`src/rtl/core/frs_pkg.sv`:
```
// ----------------------------------------------------------------------------
// frs_pkg
// Shared types, constants and helpers of the fall recovery sequencer.
// ----------------------------------------------------------------------------
`default_nettype none

package frs_pkg;

   localparam int MAX_STEPS = 16;
   localparam int TBL_DEPTH = 2 * MAX_STEPS;
   localparam int TBL_AW    = $clog2(TBL_DEPTH);
   localparam int POS_W     = TBL_AW + 6;

   localparam int CNT_W = 21;
   localparam logic [CNT_W-1:0] CNT_MAX = {CNT_W{1'b1}};

   localparam logic [4:0] LEN_CAP = (MAX_STEPS < 16) ? 5'(MAX_STEPS) : 5'd16;

   localparam int REQ_DATA_W = 56;
   localparam int RSP_DATA_W = 24;
   localparam int CSR_AW     = 5;
   localparam int CSR_DW     = 32;

   localparam logic OP_TICK = 1'b0;
   localparam logic OP_LOAD = 1'b1;

   localparam logic [1:0] KIND_NONE   = 2'd0;
   localparam logic [1:0] KIND_STATUS = 2'd1;
   localparam logic [1:0] KIND_STEP   = 2'd2;

   localparam logic [2:0] REG_ENABLE       = 3'd0;
   localparam logic [2:0] REG_FALLEN_TH    = 3'd1;
   localparam logic [2:0] REG_STANDING_TH  = 3'd2;
   localparam logic [2:0] REG_ORIENT_TH    = 3'd3;
   localparam logic [2:0] REG_DEFAULT_TICK = 3'd4;
   localparam logic [2:0] REG_SETTLE_TICK  = 3'd5;
   localparam logic [2:0] REG_FRONT_LEN    = 3'd6;
   localparam logic [2:0] REG_BACK_LEN     = 3'd7;

   typedef enum logic [1:0] {
      MODE_STANDING,
      MODE_FALLEN,
      MODE_RECOVERING,
      MODE_STABILIZING
   } mode_type;

   typedef enum logic [3:0] {
      S_IDLE,
      S_MUL,
      S_CMP,
      S_EVAL,
      S_FALL_RD,
      S_FALL_DAT,
      S_STEP_RD,
      S_STEP_RD2,
      S_STEP_DAT,
      S_OUT
   } fsm_type;

   typedef struct packed {
      logic        enable;
      logic [14:0] fallen_threshold;
      logic [14:0] standing_threshold;
      logic [14:0] orient_threshold;
      logic [15:0] default_step_ticks;
      logic [15:0] settle_ticks;
      logic [4:0]  front_length;
      logic [4:0]  back_length;
   } cfg_type;

   localparam cfg_type CFG_RESET = '{
      enable:             1'b1,
      fallen_threshold:   15'd4096,
      standing_threshold: 15'd1229,
      orient_threshold:   15'd4096,
      default_step_ticks: 16'd50,
      settle_ticks:       16'd100,
      front_length:       5'd0,
      back_length:        5'd0
   };

   typedef struct packed {
      logic front;
      logic fallen;
      logic standing;
   } tilt_type;

   typedef struct packed {
      logic              wr_en;
      logic [TBL_AW-1:0] wr_addr;
      logic [15:0]       wr_data;
      logic [TBL_AW-1:0] rd_addr;
   } tbl_req_type;

   typedef struct packed {
      logic [1:0]  kind;
      logic        standing;
      logic        recovering;
      logic        seq;
      logic [3:0]  idx;
      logic [15:0] ticks;
      logic        last;
   } rsp_type;

   localparam rsp_type RSP_NONE = '{
      kind: KIND_NONE, standing: 1'b0, recovering: 1'b0, seq: 1'b0,
      idx: 4'd0, ticks: 16'd0, last: 1'b1
   };

   function automatic logic [TBL_AW-1:0] tbl_addr(logic seq, logic [4:0] idx);
      logic [POS_W-1:0] pos;
      pos = POS_W'(seq) * POS_W'(MAX_STEPS) + POS_W'(idx);
      return pos[TBL_AW-1:0];
   endfunction

   function automatic logic [15:0] eff_dur(logic [15:0] stored, logic [15:0] dflt);
      if (stored != 16'd0) begin
         return stored;
      end else if (dflt != 16'd0) begin
         return dflt;
      end
      return 16'd1;
   endfunction

   function automatic logic [CNT_W-1:0] sat_add(logic [CNT_W-1:0] a, logic [CNT_W-1:0] b);
      logic [CNT_W:0] s;
      s = {1'b0, a} + {1'b0, b};
      return s[CNT_W] ? CNT_MAX : s[CNT_W-1:0];
   endfunction

   function automatic logic [4:0] seq_len(cfg_type c, logic seq);
      logic [4:0] len;
      len = seq ? c.front_length : c.back_length;
      return (len > LEN_CAP) ? LEN_CAP : len;
   endfunction

endpackage

`default_nettype wire

```
`src/rtl/core/frs_csr.sv`:
```
// ----------------------------------------------------------------------------
// frs_csr
// Configuration register file behind the APB-style port.
// ----------------------------------------------------------------------------
`default_nettype none

module frs_csr (
   input  wire logic                        clock,
   input  wire logic                        reset,
   input  wire logic                        csr_psel,
   input  wire logic                        csr_penable,
   input  wire logic                        csr_pwrite,
   input  wire logic [frs_pkg::CSR_AW-1:0]  csr_paddr,
   input  wire logic [frs_pkg::CSR_DW-1:0]  csr_pwdata,
   output      logic [frs_pkg::CSR_DW-1:0]  csr_prdata,
   output      logic                        csr_pready,
   output      frs_pkg::cfg_type            cfg
);
   import frs_pkg::*;

   cfg_type    cfg_ff, cfg_in;
   logic       wr;
   logic [2:0] idx;

   assign csr_pready = 1'b1;
   assign wr         = csr_psel & csr_penable & csr_pwrite & csr_pready;
   assign idx        = csr_paddr[CSR_AW-1:2];
   assign cfg        = cfg_ff;

   always_comb begin
      cfg_in = cfg_ff;
      if (wr) begin
         unique case (idx)
            REG_ENABLE:       cfg_in.enable             = csr_pwdata[0];
            REG_FALLEN_TH:    cfg_in.fallen_threshold   = csr_pwdata[14:0];
            REG_STANDING_TH:  cfg_in.standing_threshold = csr_pwdata[14:0];
            REG_ORIENT_TH:    cfg_in.orient_threshold   = csr_pwdata[14:0];
            REG_DEFAULT_TICK: cfg_in.default_step_ticks = csr_pwdata[15:0];
            REG_SETTLE_TICK:  cfg_in.settle_ticks       = csr_pwdata[15:0];
            REG_FRONT_LEN:    cfg_in.front_length       = csr_pwdata[4:0];
            REG_BACK_LEN:     cfg_in.back_length        = csr_pwdata[4:0];
            default:          cfg_in = cfg_ff;
         endcase
      end
   end

   always_comb begin
      unique case (idx)
         REG_ENABLE:       csr_prdata = CSR_DW'(cfg_ff.enable);
         REG_FALLEN_TH:    csr_prdata = CSR_DW'(cfg_ff.fallen_threshold);
         REG_STANDING_TH:  csr_prdata = CSR_DW'(cfg_ff.standing_threshold);
         REG_ORIENT_TH:    csr_prdata = CSR_DW'(cfg_ff.orient_threshold);
         REG_DEFAULT_TICK: csr_prdata = CSR_DW'(cfg_ff.default_step_ticks);
         REG_SETTLE_TICK:  csr_prdata = CSR_DW'(cfg_ff.settle_ticks);
         REG_FRONT_LEN:    csr_prdata = CSR_DW'(cfg_ff.front_length);
         REG_BACK_LEN:     csr_prdata = CSR_DW'(cfg_ff.back_length);
         default:          csr_prdata = '0;
      endcase
   end

   always_ff @(posedge clock) begin
      if (reset) begin
         cfg_ff <= CFG_RESET;
      end else begin
         cfg_ff <= cfg_in;
      end
   end

endmodule

`default_nettype wire

```
`src/rtl/core/frs_table.sv`:
```
// ----------------------------------------------------------------------------
// frs_table
// Step duration memory: one write port, one registered read port.
// ----------------------------------------------------------------------------
`default_nettype none

module frs_table (
   input  wire logic                 clock,
   input  wire frs_pkg::tbl_req_type req,
   output      logic [15:0]          rd_data
);
   import frs_pkg::*;

   logic [15:0] mem [TBL_DEPTH];
   logic [15:0] rd_data_ff;

   assign rd_data = rd_data_ff;

   always_ff @(posedge clock) begin
      if (req.wr_en) begin
         mem[req.wr_addr] <= req.wr_data;
      end
      rd_data_ff <= mem[req.rd_addr];
   end

endmodule

`default_nettype wire

```
`src/rtl/core/frs_tilt.sv`:
```
// ----------------------------------------------------------------------------
// frs_tilt
// Two-stage tilt test: squares, then sum and threshold compares.
// ----------------------------------------------------------------------------
`default_nettype none

module frs_tilt (
   input  wire logic                clock,
   input  wire logic signed [15:0]  roll,
   input  wire logic signed [15:0]  pitch,
   input  wire frs_pkg::cfg_type    cfg,
   output      frs_pkg::tilt_type   flags
);
   import frs_pkg::*;

   logic signed [31:0] roll_prod, pitch_prod;
   logic [30:0]        roll_sq_ff, pitch_sq_ff;
   logic [29:0]        fth2_ff, sth2_ff, fth2_in, sth2_in;
   logic signed [15:0] roll_d_ff;
   logic [31:0]        mag2;
   tilt_type           flags_ff, flags_in;

   assign roll_prod  = roll * roll;
   assign pitch_prod = pitch * pitch;
   assign fth2_in    = 30'(cfg.fallen_threshold) * 30'(cfg.fallen_threshold);
   assign sth2_in    = 30'(cfg.standing_threshold) * 30'(cfg.standing_threshold);

   assign mag2 = 32'(roll_sq_ff) + 32'(pitch_sq_ff);

   always_comb begin
      flags_in.fallen   = mag2 > 32'(fth2_ff);
      flags_in.standing = mag2 < 32'(sth2_ff);
      flags_in.front    = $signed({roll_d_ff[15], roll_d_ff}) >
                          $signed({2'b00, cfg.orient_threshold});
   end

   assign flags = flags_ff;

   always_ff @(posedge clock) begin
      roll_sq_ff  <= roll_prod[30:0];
      pitch_sq_ff <= pitch_prod[30:0];
      fth2_ff     <= fth2_in;
      sth2_ff     <= sth2_in;
      roll_d_ff   <= roll;
      flags_ff    <= flags_in;
   end

endmodule

`default_nettype wire

```
`src/rtl/core/frs_ctrl.sv`:
```
// ----------------------------------------------------------------------------
// frs_ctrl
// Mode machine and step sequencer; reads durations from the table memory.
// ----------------------------------------------------------------------------
`default_nettype none

module frs_ctrl (
   input  wire logic                             clock,
   input  wire logic                             reset,
   input  wire frs_pkg::cfg_type                 cfg,
   input  wire logic                             req_tvalid,
   output      logic                             req_tready,
   input  wire logic [frs_pkg::REQ_DATA_W-1:0]   req_tdata,
   input  wire logic                             req_tuser,
   output      logic                             rsp_tvalid,
   input  wire logic                             rsp_tready,
   output      logic [frs_pkg::RSP_DATA_W-1:0]   rsp_tdata,
   output      logic [1:0]                       rsp_tuser,
   output      logic                             rsp_tlast,
   output      logic signed [15:0]               roll,
   output      logic signed [15:0]               pitch,
   input  wire frs_pkg::tilt_type                flags,
   output      frs_pkg::tbl_req_type             tbl_req,
   input  wire logic [15:0]                      tbl_rd_data
);
   import frs_pkg::*;

   fsm_type           state_ff, state_in, after_ff, after_in;
   mode_type          mode_ff, mode_in;
   logic              seq_ff, seq_in;
   logic [4:0]        step_ff, step_in;
   logic [CNT_W-1:0]  elapsed_ff, elapsed_in, deadline_ff, deadline_in;
   logic [15:0]       cur_dur_ff, cur_dur_in;
   logic signed [15:0] roll_ff, roll_in, pitch_ff, pitch_in;
   rsp_type           rsp_ff, rsp_in;

   logic              req_joints, req_seq;
   logic [3:0]        req_step;
   logic [15:0]       req_dur;
   logic [4:0]        len, step_nx;
   logic [CNT_W-1:0]  elapsed_inc, dl_sum, new_dl;
   logic [15:0]       dur_eff;
   logic              go, k1_ok, more;

   assign req_joints = req_tdata[32];
   assign req_seq    = req_tdata[33];
   assign req_step   = req_tdata[37:34];
   assign req_dur    = req_tdata[53:38];

   assign len         = seq_len(cfg, seq_ff);
   assign step_nx     = step_ff + 5'd1;
   assign elapsed_inc = sat_add(elapsed_ff, CNT_W'(1));
   assign dur_eff     = eff_dur(tbl_rd_data, cfg.default_step_ticks);
   assign dl_sum      = sat_add(deadline_ff, CNT_W'(dur_eff));
   assign go          = (step_ff < len) && (elapsed_inc >= deadline_ff);
   assign k1_ok       = step_nx < len;
   assign new_dl      = k1_ok ? dl_sum : deadline_ff;
   assign more        = k1_ok && (elapsed_ff >= new_dl);

   assign roll       = roll_ff;
   assign pitch      = pitch_ff;
   assign rsp_tvalid = (state_ff == S_OUT);
   assign rsp_tuser  = rsp_ff.kind;
   assign rsp_tlast  = rsp_ff.last;
   assign rsp_tdata  = {1'b0, rsp_ff.ticks, rsp_ff.idx, rsp_ff.seq,
                        rsp_ff.recovering, rsp_ff.standing};

   always_comb begin
      state_in    = state_ff;
      after_in    = after_ff;
      mode_in     = mode_ff;
      seq_in      = seq_ff;
      step_in     = step_ff;
      elapsed_in  = elapsed_ff;
      deadline_in = deadline_ff;
      cur_dur_in  = cur_dur_ff;
      roll_in     = roll_ff;
      pitch_in    = pitch_ff;
      rsp_in      = rsp_ff;
      req_tready  = 1'b0;
      tbl_req.wr_en   = 1'b0;
      tbl_req.wr_addr = tbl_addr(req_seq, {1'b0, req_step});
      tbl_req.wr_data = req_dur;
      tbl_req.rd_addr = tbl_addr(seq_ff, step_ff);

      unique case (state_ff)
         S_IDLE: begin
            req_tready = 1'b1;
            if (req_tvalid) begin
               roll_in  = req_tdata[15:0];
               pitch_in = req_tdata[31:16];
               if (req_tuser == OP_LOAD) begin
                  tbl_req.wr_en = int'(req_step) < MAX_STEPS;
                  rsp_in   = RSP_NONE;
                  state_in = S_OUT;
                  after_in = S_IDLE;
               end else if (!cfg.enable || !req_joints) begin
                  rsp_in   = RSP_NONE;
                  state_in = S_OUT;
                  after_in = S_IDLE;
               end else begin
                  state_in = S_MUL;
               end
            end
         end
         S_MUL: state_in = S_CMP;
         S_CMP: state_in = S_EVAL;
         S_EVAL: begin
            unique case (mode_ff)
               MODE_STANDING: begin
                  rsp_in = '{kind: KIND_STATUS, standing: 1'b1, recovering: 1'b0,
                             seq: 1'b0, idx: 4'd0, ticks: 16'd0, last: 1'b1};
                  if (flags.fallen) begin
                     mode_in = MODE_FALLEN;
                  end
                  state_in = S_OUT;
                  after_in = S_IDLE;
               end
               MODE_FALLEN: begin
                  seq_in      = flags.front;
                  step_in     = 5'd0;
                  elapsed_in  = '0;
                  mode_in     = MODE_RECOVERING;
                  state_in    = S_FALL_RD;
               end
               MODE_RECOVERING: begin
                  rsp_in = '{kind: KIND_STATUS, standing: 1'b0, recovering: 1'b1,
                             seq: 1'b0, idx: 4'd0, ticks: 16'd0, last: !go};
                  elapsed_in = elapsed_inc;
                  if (!go && step_ff >= len) begin
                     mode_in    = MODE_STABILIZING;
                     elapsed_in = '0;
                  end
                  state_in = S_OUT;
                  after_in = go ? S_STEP_RD : S_IDLE;
               end
               MODE_STABILIZING: begin
                  elapsed_in = elapsed_inc;
                  if (elapsed_inc > CNT_W'(cfg.settle_ticks)) begin
                     if (flags.standing) begin
                        mode_in = MODE_STANDING;
                     end else if (flags.fallen) begin
                        mode_in = MODE_FALLEN;
                     end
                  end
                  rsp_in   = RSP_NONE;
                  state_in = S_OUT;
                  after_in = S_IDLE;
               end
               default: state_in = S_IDLE;
            endcase
         end
         S_FALL_RD: state_in = S_FALL_DAT;
         S_FALL_DAT: begin
            deadline_in = (len != 5'd0) ? CNT_W'(dur_eff) : '0;
            rsp_in      = RSP_NONE;
            state_in    = S_OUT;
            after_in    = S_IDLE;
         end
         S_STEP_RD: state_in = S_STEP_RD2;
         S_STEP_RD2: begin
            cur_dur_in      = dur_eff;
            tbl_req.rd_addr = tbl_addr(seq_ff, step_nx);
            state_in        = S_STEP_DAT;
         end
         S_STEP_DAT: begin
            rsp_in = '{kind: KIND_STEP, standing: 1'b0, recovering: 1'b0,
                       seq: seq_ff, idx: step_ff[3:0], ticks: cur_dur_ff,
                       last: !more};
            step_in     = step_nx;
            deadline_in = new_dl;
            if (!k1_ok) begin
               mode_in    = MODE_STABILIZING;
               elapsed_in = '0;
            end
            state_in = S_OUT;
            after_in = more ? S_STEP_RD : S_IDLE;
         end
         S_OUT: begin
            if (rsp_tready) begin
               state_in = after_ff;
            end
         end
         default: state_in = S_IDLE;
      endcase
   end

   always_ff @(posedge clock) begin
      if (reset) begin
         state_ff    <= S_IDLE;
         after_ff    <= S_IDLE;
         mode_ff     <= MODE_STANDING;
         seq_ff      <= 1'b0;
         step_ff     <= 5'd0;
         elapsed_ff  <= '0;
         deadline_ff <= '0;
      end else begin
         state_ff    <= state_in;
         after_ff    <= after_in;
         mode_ff     <= mode_in;
         seq_ff      <= seq_in;
         step_ff     <= step_in;
         elapsed_ff  <= elapsed_in;
         deadline_ff <= deadline_in;
      end
   end

   always_ff @(posedge clock) begin
      cur_dur_ff <= cur_dur_in;
      roll_ff    <= roll_in;
      pitch_ff   <= pitch_in;
      rsp_ff     <= rsp_in;
   end

endmodule

`default_nettype wire

```
`src/rtl/core/fall_recovery_sequencer.sv`:
```
// ----------------------------------------------------------------------------
// fall_recovery_sequencer
// Tilt-driven standing / fallen / getting-up / stabilizing sequencer.
// ----------------------------------------------------------------------------
// One item is handled at a time. A table load or an ignored tick shows its
// single result in the cycle after acceptance. A control tick passes through
// the two squared-tilt multiply and compare stages and an evaluate state before
// its first result; the tick that leaves the fallen mode adds a read of the
// first step duration. While getting up, each issued step reads this step's
// duration and the next one through the single read port of the duration
// memory, and then presents the step. The next item is taken in the cycle after
// the last result of an item is accepted. The duration memory is not cleared
// after reset; load every entry that a configured sequence length will reach.
// ----------------------------------------------------------------------------
`default_nettype none

module fall_recovery_sequencer (
   input  wire logic                             clock,
   input  wire logic                             reset,
   input  wire logic                             req_tvalid,
   output      logic                             req_tready,
   // [15:0] tilt_roll, [31:16] tilt_pitch, [32] joints_seen, [33] table_sequence,
   // [37:34] table_step, [53:38] table_duration, [55:54] zero
   input  wire logic [frs_pkg::REQ_DATA_W-1:0]   req_tdata,
   // [0] opcode
   input  wire logic                             req_tuser,
   output      logic                             rsp_tvalid,
   input  wire logic                             rsp_tready,
   // [0] standing, [1] recovering, [2] sequence_res, [6:3] step_index,
   // [22:7] step_ticks, [23] zero
   output      logic [frs_pkg::RSP_DATA_W-1:0]   rsp_tdata,
   // [1:0] kind
   output      logic [1:0]                       rsp_tuser,
   output      logic                             rsp_tlast,
   input  wire logic                             csr_psel,
   input  wire logic                             csr_penable,
   input  wire logic                             csr_pwrite,
   input  wire logic [frs_pkg::CSR_AW-1:0]       csr_paddr,
   input  wire logic [frs_pkg::CSR_DW-1:0]       csr_pwdata,
   output      logic [frs_pkg::CSR_DW-1:0]       csr_prdata,
   output      logic                             csr_pready
);
   import frs_pkg::*;

   cfg_type            cfg;
   tilt_type           flags;
   tbl_req_type        tbl_req;
   logic [15:0]        tbl_rd_data;
   logic signed [15:0] roll, pitch;

   frs_csr u_csr (
      .clock       (clock),
      .reset       (reset),
      .csr_psel    (csr_psel),
      .csr_penable (csr_penable),
      .csr_pwrite  (csr_pwrite),
      .csr_paddr   (csr_paddr),
      .csr_pwdata  (csr_pwdata),
      .csr_prdata  (csr_prdata),
      .csr_pready  (csr_pready),
      .cfg         (cfg)
   );

   frs_tilt u_tilt (
      .clock (clock),
      .roll  (roll),
      .pitch (pitch),
      .cfg   (cfg),
      .flags (flags)
   );

   frs_table u_table (
      .clock   (clock),
      .req     (tbl_req),
      .rd_data (tbl_rd_data)
   );

   frs_ctrl u_ctrl (
      .clock       (clock),
      .reset       (reset),
      .cfg         (cfg),
      .req_tvalid  (req_tvalid),
      .req_tready  (req_tready),
      .req_tdata   (req_tdata),
      .req_tuser   (req_tuser),
      .rsp_tvalid  (rsp_tvalid),
      .rsp_tready  (rsp_tready),
      .rsp_tdata   (rsp_tdata),
      .rsp_tuser   (rsp_tuser),
      .rsp_tlast   (rsp_tlast),
      .roll        (roll),
      .pitch       (pitch),
      .flags       (flags),
      .tbl_req     (tbl_req),
      .tbl_rd_data (tbl_rd_data)
   );

endmodule

`default_nettype wire

```
`config.mk`:
```
export PLATFORM = sky130hd
export DESIGN_NAME = fall_recovery_sequencer
export DESIGN_NICKNAME = d
export VERILOG_FILES = /design/src/rtl/core/frs_pkg.sv /design/src/rtl/core/frs_csr.sv /design/src/rtl/core/frs_table.sv /design/src/rtl/core/frs_tilt.sv /design/src/rtl/core/frs_ctrl.sv /design/src/rtl/core/fall_recovery_sequencer.sv
export SDC_FILE = /design/constraint.sdc
export NUM_CORES = 2
export LEC_CHECK = 0
export ABC_AREA = 1
export BUFFER_PORTS_ARGS = -buffer_cell sky130_fd_sc_hd__buf_2
export CAP_MARGIN = 15
export CORE_MARGIN = 3
export CORE_UTILIZATION = 57
export CTS_CLUSTER_SIZE = 16
export DETAILED_ROUTE_END_ITERATION = 6
export GPL_ROUTABILITY_DRIVEN = 0
export PLACE_DENSITY = 0.71
export SLEW_MARGIN = 15
export SYNTH_ARGS = -nofsm -noshare
export SYNTH_HDL_FRONTEND = slang
export SYNTH_SLANG_ARGS = --single-unit
```
`constraint.sdc`:
```
create_clock -name clock -period 7.7 [get_ports clock]
set_clock_uncertainty 0.1 [all_clocks]
set_input_delay 2.31 -clock clock [delete_from_list [all_inputs] [get_ports clock]]
set_output_delay 2.31 -clock clock [all_outputs]
set_load 0.02 [all_outputs]
```
==> out/results.md <==
| Stage | Result | Value |
|---|---|---|
| logic synthesis | Average cell area after synthesis | 9.33 um^2 |
| clock tree | Maximum level of the CTS H-tree | 3 |
| timing | Tcrit/Tclk final | 87.2% |
| floorplan | Die height | 356 um |
| routing | DRC | 0 |
| floorplan | Area of the core | 121,000 um^2 |
| global route | Largest net degree at the start of global routing | 123 |
| global route | Antenna violations before repair | 8 |
| clock tree | Number of buffers inserted during clock tree synthesis | 93 |
| floorplan | Die width | 356 um |
| worst setup path | Worst setup path category | reg -> reg |
| timing | Slew of the pin with the lowest slew margin | 1.06 ns |
| routing | Post-detailed-routing wire length | 173 mm |
| global route | Number of global-route vias before repair | 52.0k |
| routing | Vias per inst | 5.51 |
| timing | RSZ-0062 raised after global routing | no |
| clock tree | CTS tree | yes |
| logic synthesis | Synth Cell Area | 69,700 um^2 |
| worst setup path | Worst Reg2Reg Path Length in Cells | 20 |
| final layout | NumNets Final | 8,895 |
| global route | Global-route usage over all layers | 27.7% |
| clock tree | Buffer type at the clock tree root | clkbuf_16 |
| logic synthesis | Synthesis warning total | 0 |
| logic synthesis | Number of distinct library cell variants in the gate-level netlist after synthesis | 59 |
| floorplan | Boundary pin count | 163 |
| clock tree | # resized after CTS | 0 |
| worst setup path | Critical path startpoint | u_ctrl.roll[15]$_DFFE_PP_ |
| worst setup path | Most frequent cell on the critical path | fa_1 |
| clock tree | Number of setup buffers added after CTS | 0 |
| routing | Final antenna-violating net count | 0 |
| worst setup path | Reg2Reg Setup Slack | 0.98 ns |
| final layout | Area Growth Syn to Fin | 7.33% |
| worst setup path | Worst setup path endpoint | u_tilt.roll_sq_ff[27]$_DFF_P_ |
| timing | Setup-violating endpoint count in the final report | 0 |
| worst setup path | Critical path peak fanout | 26 |
| placement | Placed wire-length estimate | 130 mm |
| worst hold path | Class of the tightest hold or removal check | reg -> reg |
| worst setup path | Kind of start point of the critical path | register |
| worst setup path | Data required, critical path | 8.19 ns |
| timing | Pins over their slew limit | 0 |
| logic synthesis | Cells after Synth | 7,475 |
| logic synthesis | Synthesized flop and latch total | 881 |
| floorplan | Cell row count | 127 |
| timing | Final-report hold violation count | 0 |
| timing | Upper clock frequency limit | 149 MHz |
| worst setup path | Arrival time at the worst endpoint | 7.21 ns |
| worst setup path | Worst reg2reg path startpoint | u_ctrl.roll[15]$_DFFE_PP_ |
| floorplan | DIE AREA | 127,000 um^2 |
| global route | First-pass GRT wire length | 277 mm |
| timing | Sum Neg Setup Slack | 0 ns |
| timing | Slew headroom | 29.3% |
| floorplan | Initial cell density of the core | 57.8% |
| clock tree | Clock insertion delay at the later pin of the skew report | 0.73 ns |
| status | Run status | completed |
| routing | Overall via count from detail_route | 50.7k |
| routing | Mean routed wirelength per cell | 18.7 um |
| logic synthesis | Fraction of the yosys area taken by sequential cells | 33.7% |
| worst setup path | Cell-by-cell trace of the critical path | nand2_1 -> fa_1 -> inv_1 -> fa_1 -> inv_1 -> fa_1 -> fa_1 -> fa_1 -> fa_1 -> inv_1 -> ha_1 -> nand2_1 -> nor4_1 -> nand4_1 -> nand3_1 -> nand3_1 -> nand2_1 -> nand2_1 -> nand2_1 -> xor2_1 |
| logic synthesis | Number of enable-type register cells in the synthesized netlist | 586 |
| routing | Pre-antenna DRT Iters | 5 |
| worst setup path | Kind of capture point of the worst setup path | register |
| timing | Tmin final | 6.72 ns |
| global route | Congestion Overflow GR | 0 |
| worst setup path | Capture point of the worst reg-to-reg path | u_tilt.roll_sq_ff[27]$_DFF_P_ |
| logic synthesis | Post-synth ARST share | 0% |
| clock tree | Quantity of hold-fixing buffers added after cts | 0 |
| worst setup path | CP max-delay cell | edfxtp_1 |
| placement | Dpl cell area | 71,700 um^2 |
| flow run | Number of max-cap violations | 0 |
| clock tree | Largest buffer count on any clock path | 3 |
| final layout | Non-Filler Cell Area, Final | 74,900 um^2 |
| final layout | Fraction of final layout cells sized beyond drive strength 1 | 5.06% |
| routing | First-iteration detailed-routing DRC count | 4,106 |
| placement | Port Buf Inserts | 124 |
| clock tree | CTS sink count | 881 |
| worst setup path | Delay of the slowest cell on the worst path | 1.04 ns |
| logic synthesis | Primary FF master, synth | edfxtp_1 |
| clock tree | Clock slew seen by the registers of the worst setup and hold paths | 0.06 ns |
-- layout make-up --
class                      instances  area, um^2
clock inverter                    36         504
inverter                        1623        6100
sequential                       881       23500
multi-input combinational       4712       38900
antenna                            4        10.0
tap                             1612        2020
fill                            9888       45800
timing repair buffer             202        1210
clock buffer                     137        2610
-- cell usage after synthesis (18+ instances only) --
| master | count | area share, % |
|---|---|---|
| inv_1 | 1615 | 8.7 |
| nand2_1 | 1093 | 5.9 |
| fa_1 | 742 | 21 |
| edfxtp_1 | 586 | 25 |
| ha_1 | 539 | 9.7 |
| nor2_1 | 396 | 2.1 |
| a21oi_1 | 383 | 2.7 |
| o21ai_0 | 365 | 2.6 |
| dfxtp_1 | 295 | 8.5 |
| nand3_1 | 288 | 2.1 |
| o21bai_1 | 180 | 1.9 |
| clkbuf_1 | 166 | 0.89 |
| o21ai_1 | 141 | 1.0 |
| xor2_1 | 128 | 1.6 |
| xnor2_1 | 73 | 0.92 |
| nand4_1 | 52 | 0.47 |
| buf_2 | 49 | 0.35 |
| nor3_1 | 43 | 0.31 |
| buf_4 | 38 | 0.41 |
| o211ai_1 | 33 | 0.36 |
| o22ai_1 | 31 | 0.28 |
| o221ai_1 | 27 | 0.34 |
| a21o_1 | 25 | 0.27 |
| a31oi_1 | 18 | 0.16 |
-- flip-flops by register name, indices dropped and copies added, names as in the netlist, 21 cells and up --
| name | count |
|---|---|
| u_table.mem | 512 |
| u_csr.cfg | 88 |
| u_tilt.pitch_sq_ff | 30 |
| u_tilt.roll_sq_ff | 30 |
| u_tilt.fth2_ff | 29 |
| u_tilt.sth2_ff | 29 |
| u_ctrl.rsp_tdata | 23 |
| u_ctrl.deadline_ff | 21 |
| u_ctrl.elapsed_ff | 21 |
-- metrics by stage --
stage,instances,hold WS (ns),util (%),setup WS [ns]
final,9207,0.345,62.1,0.983
after global placement,9030,0.335,59.5,1.14
after global routing,9205,0.364,62.1,0.492
after floorplan,7491,0.229,-,1.82
after detailed placement,9030,0.334,59.5,1.08
after CTS,9203,0.347,62.1,1.00
-- cell usage in the layout, fill, tap and decap left out, types with 25 or more instances in the layout --
| cell type | n |
|---|---|
| a21o_1 | 25 |
| a21oi_1 | 383 |
| buf_2 | 124 |
| buf_4 | 78 |
| clkbuf_1 | 33 |
| clkbuf_16 | 94 |
| dfxtp_1 | 295 |
| edfxtp_1 | 586 |
| fa_1 | 742 |
| ha_1 | 539 |
| inv_1 | 1614 |
| nand2_1 | 1093 |
| nand3_1 | 288 |
| nand4_1 | 52 |
| nor2_1 | 395 |
| nor3_1 | 42 |
| o211ai_1 | 33 |
| o21ai_0 | 365 |
| o21ai_1 | 140 |
| o21bai_1 | 180 |
| o221ai_1 | 27 |
| o22ai_1 | 31 |
| xnor2_1 | 73 |
| xor2_1 | 127 |
-- kinds of logic after synthesis --
kind of cell / count (synthesis) / synth area share, %
AO/OA/AOI/OAI: 1271 / 10.5
adder cells (fa/ha/maj): 1281 / 31.0
flip-flops: 881 / 33.7
XOR/XNOR: 201 / 2.52
AND/OR/NAND/NOR: 1941 / 11.6
buffers and inverters: 1898 / 10.7
other: 2 / 0.0108
-- worst max-delay path: cells and delay by family (launching register included) --
| kind | cells | cell delay (ns) |
|---|---|---|
| AND/OR/NAND/NOR | 9 | 1.32 |
| buffers and inverters | 3 | 0.46 |
| adder cells (fa/ha/maj) | 7 | 3.47 |
| flip-flops | 1 | 1.04 |
| XOR/XNOR | 1 | 0.14 |
-- how the worst min path moves through the flow --
stage / start / endpoint / slack (ns) / cells past startpoint
6_report: u_tilt.roll_d_ff[15]$_DFF_P_ / u_tilt.flags[2]$_DFF_P_ / 0.34 / 1
5_1_grt: u_tilt.roll_d_ff[15]$_DFF_P_ / u_tilt.flags[2]$_DFF_P_ / 0.36 / 1
3_5_place_dp: u_tilt.roll_d_ff[15]$_DFF_P_ / u_tilt.flags[2]$_DFF_P_ / 0.33 / 1
4_1_cts: u_tilt.roll_d_ff[15]$_DFF_P_ / u_tilt.flags[2]$_DFF_P_ / 0.35 / 1
2_1_floorplan: u_csr.cfg[72]$_SDFFE_PP0P_ / u_tilt.fth2_ff[0]$_DFF_P_ / 0.23 / 0
3_3_place_gp: u_tilt.roll_d_ff[15]$_DFF_P_ / u_tilt.flags[2]$_DFF_P_ / 0.33 / 1
-- per-layer routing --
layer / vias to the layer above / wire length [um] / global-route usage (%)
li1: 23900 / - / -
met1: 24700 / 69000 / 35.7
met2: 1726 / 82300 / 46.3
met3: 404 / 12300 / 3.93
met4: 0 / 9040 / 13.5
met5: - / 0 / 0
Power is left out: the tool's default activity adds up to more than one toggle a clock period on the data nets, which glitch-free logic cannot reach.
